--- config.mk ---
export PLATFORM = sky130hd
export DESIGN_NAME = dbk_ram
export DESIGN_NICKNAME = d
export VERILOG_FILES = /design/src/hw/rtl/dbk_ram.sv
export SDC_FILE = /design/constraint.sdc
export NUM_CORES = 2
export LEC_CHECK = 0
export BUFFER_PORTS_ARGS = -buffer_cell sky130_fd_sc_hd__buf_4
export CORE_MARGIN = 2
export CORE_UTILIZATION = 44
export CTS_BUF_LIST = sky130_fd_sc_hd__clkbuf_16
export DETAILED_ROUTE_END_ITERATION = 6
export HOLD_SLACK_MARGIN = 0.12
export PLACE_DENSITY_LB_ADDON = 0.12
export SYNTH_ARGS = -nofsm -noshare
export SYNTH_HDL_FRONTEND = slang
export SYNTH_SLANG_ARGS = --single-unit
--- constraint.sdc ---
create_clock -name clk_i -period 2.8 [get_ports clk_i]
set_clock_uncertainty 0.2 [all_clocks]
set_input_delay 0.56 -clock clk_i [delete_from_list [all_inputs] [get_ports clk_i]]
set_output_delay 0.56 -clock clk_i [all_outputs]
set_load 0.01 [all_outputs]
--- src/hw/rtl/dbk_ram.sv ---
module dbk_ram #(
  parameter int unsigned WIDTH = 8,
  parameter int unsigned DEPTH = 256
) (
  input  logic                     clk_i,
  input  logic                     we_i,
  input  logic [$clog2(DEPTH)-1:0] waddr_i,
  input  logic [WIDTH-1:0]         wdata_i,
  input  logic [$clog2(DEPTH)-1:0] raddr_i,
  output logic [WIDTH-1:0]         rdata_o
);

  logic [WIDTH-1:0] mem [DEPTH];
  logic [WIDTH-1:0] rdata_q;

  always_ff @(posedge clk_i) begin
    if (we_i) begin
      mem[waddr_i] <= wdata_i;
    end
    rdata_q <= mem[raddr_i];
  end

  assign rdata_o = rdata_q;

endmodule

# Word-level counts from Yosys, hierarchy flattened
# Memories as Yosys holds them, arrays and structs flattened. A register that Yosys moved wholly into a read port is not among the register bits.
# Index checks and enable logic that the tools add are counted.
[word_totals]
reg_bits = 0
ram_bits = 2048
inputBits = 26
output_inout_bits = 8
word_cells = 3
n_memories = 1
[op_classes]
n_mux = 2
[mem_list]
columns = ["memory", "depth", "word_bits", "read_ports", "rd_ports_with_merged_regs", "write_ports", "line_no", "source"]
rows = [
  ["mem", 256, 8, 1, 1, 1, "13", "logic [WIDTH-1:0] mem [DEPTH];"],
]
[op_table]
columns = ["op", "n"]
rows = [
  ["two-way mux 1 bit", 2],
]

# Longest topological paths before layout
[depth]
depth_word = 2
ltp_mapped = 11
ltp_nobuf = 6

# Worst setup path after synthesis
# OpenSTA, ideal clock, no wires.
[synth_path]
path_kind = "input-to-reg"
startpoint = "in raddr_i[0]"
endpoint = "reg rdata_q[2], in the netlist rdata_o[2] (read register of mem)"
setup_time_ns = 0.131
arrival_time_ns = 2.367
t_required_ns = 2.469
path_slack_ns = 0.102
cell_stages = 9
n_path_buf = 4
path_cell_list = "buf_6 -> buf_12 -> buf_8 -> buf_2 -> mux4_2 -> a22oi_1 -> a21oi_1 -> nor4_1 -> nor4_2"
[synth_lines]
columns = ["item", "line_no", "source"]
rows = [
  ["from (decl)", "9", "input logic [$clog2(DEPTH)-1:0] raddr_i,"],
  ["to (decl)", "14", "logic [WIDTH-1:0] rdata_q;"],
]

==> impl_metrics.yaml <==
synthesis:
  syn_inst: 3733
  syn_avg_cell_area_um2: 21.3
  synth.most_common_cell: "edfxtp_1"
  synthFlopType: "edfxtp_1"
  synth.top_cell.area_share_pct: 77.3
  ys_types: 55
  synthArstFlopShare_pct: 0
  synth_edf_count: 2048
  syn-cell-area_um2: 79600
  synthTopCellsByArea: "edfxtp_1 77%, mux4_2 13%, mux2i_1 1.7%"
  synth_seq_area_share_pct: 77.5
  ys_ff_latch: 2056
  synth_fp_nets: 3759
  synth.top_cells.by_count: "2,048 x edfxtp_1, 454 x mux4_2, 282 x nor2_1"
  yosysTopAreaCell: "edfxtp_1"
  synth_warnings: 0
clocking:
  cts_buffers: 210
  root_buffer: "clkbuf_16"
  cts_setup_buffers: 0
  htree_levels: 4
  clk_pin_slew_ns: 0.06
  cts_tree: "yes"
  cts_sinks: 2056
  clock_path_buffers: 3
  insertion_delay_ns: 0.87
sta:
  fin_worst_hold_slack_ns: 0.205
  slew_violations: 0
  finalCriticalPeriod_ns: 2.88
  finalSetupTns_ns: -0.0816
  max_slew.worst_pin.slew_ns: 0.792
  maxSlewHeadroom_pct: 46.7
  fmax_ghz: 0.347
  hold_viol: 0
  fin_crit_sh_pct: 103
  setup_viol: 1
  final.setup.worst_slack_ns: -0.0816
status:
  violations: "setup timing"
  status: "finished, violations left"
worst_setup_path:
  crit_type: "input port to register"
  reg2reg_depth: 6
  critPathLaunchType: "input port"
  end_kind: "register"
  cp.arrival_ns: 3.40
  r2r_start: "mem[67][0]$_DFFE_PP_"
  cp.required_ns: 3.32
  startpoint: "raddr_i[0]"
  cp_max_fo: 21
  ff2ff_setup_slack_ns: 0.08
power:
  switching_power_uw: 14000
  p_leak_uw: 0.0312
  p_int_uw: 50400
  p_seq_share_pct: 52.7
  ir_drop_uv: 575
  swShare_pct: 21.7
  p_per_area_nw_per_um2: 677
  p_clk_share_pct: 41.5
  p_comb_share_pct: 5.8
placed_design:
  finalWeightedCongestion: 0.831
  io_buffers: 33
  dp_hpwl_um: 140000
  placed_cell_area_um2: 88400
  pre_cts_ws_ns: -1.23
route:
  wl_per_cell_um: 29.9
  ant_nets: 0
  route.detailed.drc: 0
  num_vias: 40700
  drtPass1Iterations: 5
  routed_wl_um: 211000
  drt_iter0_markers: 4669
  viasPerCell: 5.75
grt:
  gr-total-overflow: 0
  antenna_found_initial: 9
  grt_max_degree: 96
  grt_pass1_vias: 41300
  grt_use_total_pct: 23.1
  grt_pass1_wl_um: 304000
min_path:
  whs_path_depth: 4
  hold_path.class: "input port to register"
  hp-start: "waddr_i[1]"
final_layout:
  area_growth_pct: 19.6
  finalInstanceArea_um2: 95100
  nFillCells: 14100
  drive_gt1_share_pct: 33.8
  finalCoreUtilization_pct: 52.8
  nets: 4555
die:
  core_area_um2: 180000
  dieArea_um2: 184000
  die_w_um: 429
  fp-row-count: 156
  start_util_pct: 44.2
  fp.dieH_um: 429
  ios: 34
job:
  drv_cap: 0
through the flow:
| stage | total power [uW] | std cells |
|---|---|---|
| floorplan | 36300 | 3733 |
| global placement | 38400 | 6676 |
| detailed placement | 38400 | 6676 |
| CTS | 65000 | 7070 |
| global route | 66400 | 7070 |
| finish | 64500 | 7073 |
area by class of cell:
class	instances	area [um2]	area share (%)
flip-flops and latches	2056	61700	64.8
multi-input cells	1442	16600	17.5
repair buffers	817	7300	7.67
clock buffers	211	5280	5.55
well taps	2370	2970	3.12
clock inverters	172	1300	1.36
inverters	2	7.51	0.00789
diodes	3	7.51	0.00789
routing by layer:
metal	wire length [um]	track usage [%]	share of wire [%]
met5	13	0	0.0061
met4	5150	6.00	2.4
met2	102000	37.0	48
met1	92400	33.5	44
met3	11800	3.32	5.6
cell usage in the layout (no fill, tap or decap), drive strengths merged, types with 6 or more instances in the layout:
cell type,n
inv,60
o211ai,10
o221ai,47
nand2b,8
nand4,10
o22ai,28
bufinv,14
edfxtp,2048
nand3,34
nor2,282
buf,806
nand2,33
nor2b,31
and2,6
clkinvlp,6
mux4,456
a22o,8
clkinv,94
dlygate4sd3,11
nor3,22
clkbuf,211
nor4,27
mux2i,134
a22oi,133
a211oi,16
a221oi,14
a21oi,96
dfxtp,8
o21ai,12
cell families (layout without fill, tap and decap cells):
family	count (synthesis)	after routing	synth area share, %
AOI/OAI and AO/OA	385	385	3.42
buffers and inverters	235	1202	1.83
muxes	591	591	14.6
and+or+nand+nor	466	466	2.63
DFF	2056	2056	77.5
other	0	3	0
state kept, by name, summed over array words and instances (netlist names):
register	cells
mem	2048
rdata_o	8
critical path, stage by stage:
cell	delay, ns
buf_8	0.16
buf_12	0.20
buf_12	0.24
buf_12	0.19
mux4_2	0.55
a22oi_1	0.40
a21oi_1	0.14
nor4_1	0.62
buf_4	0.22
nor4_1	0.05
worst paths after layout:
kind	to
worst max-delay path	rdata_o[5]$_DFF_P_
worst min-delay path	mem[167][7]$_DFFE_PP_
worst max register to register	rdata_o[0]$_DFF_P_
worst min register to register	rdata_o[3]$_DFF_P_
power by group through the flow:
stage                     logic, uW  registers, uW  clock network (uW)
after global placement         3720          34600                   0
after floorplan                1650          34600                   0
after CTS                      3770          34000               27300
final                          3720          34000               26700
after global routing           3940          34000               28500
after detailed placement       3740          34600                   0
what timing repair did:
item,in CTS,in global routing
hold buffers,11,0
gates cloned,0,0
pin swaps,0,0
setup endpoints to repair,5,4
resized for setup,6,4
endpoints found under the hold margin,688,0
(Power assumes the default switching activity.)
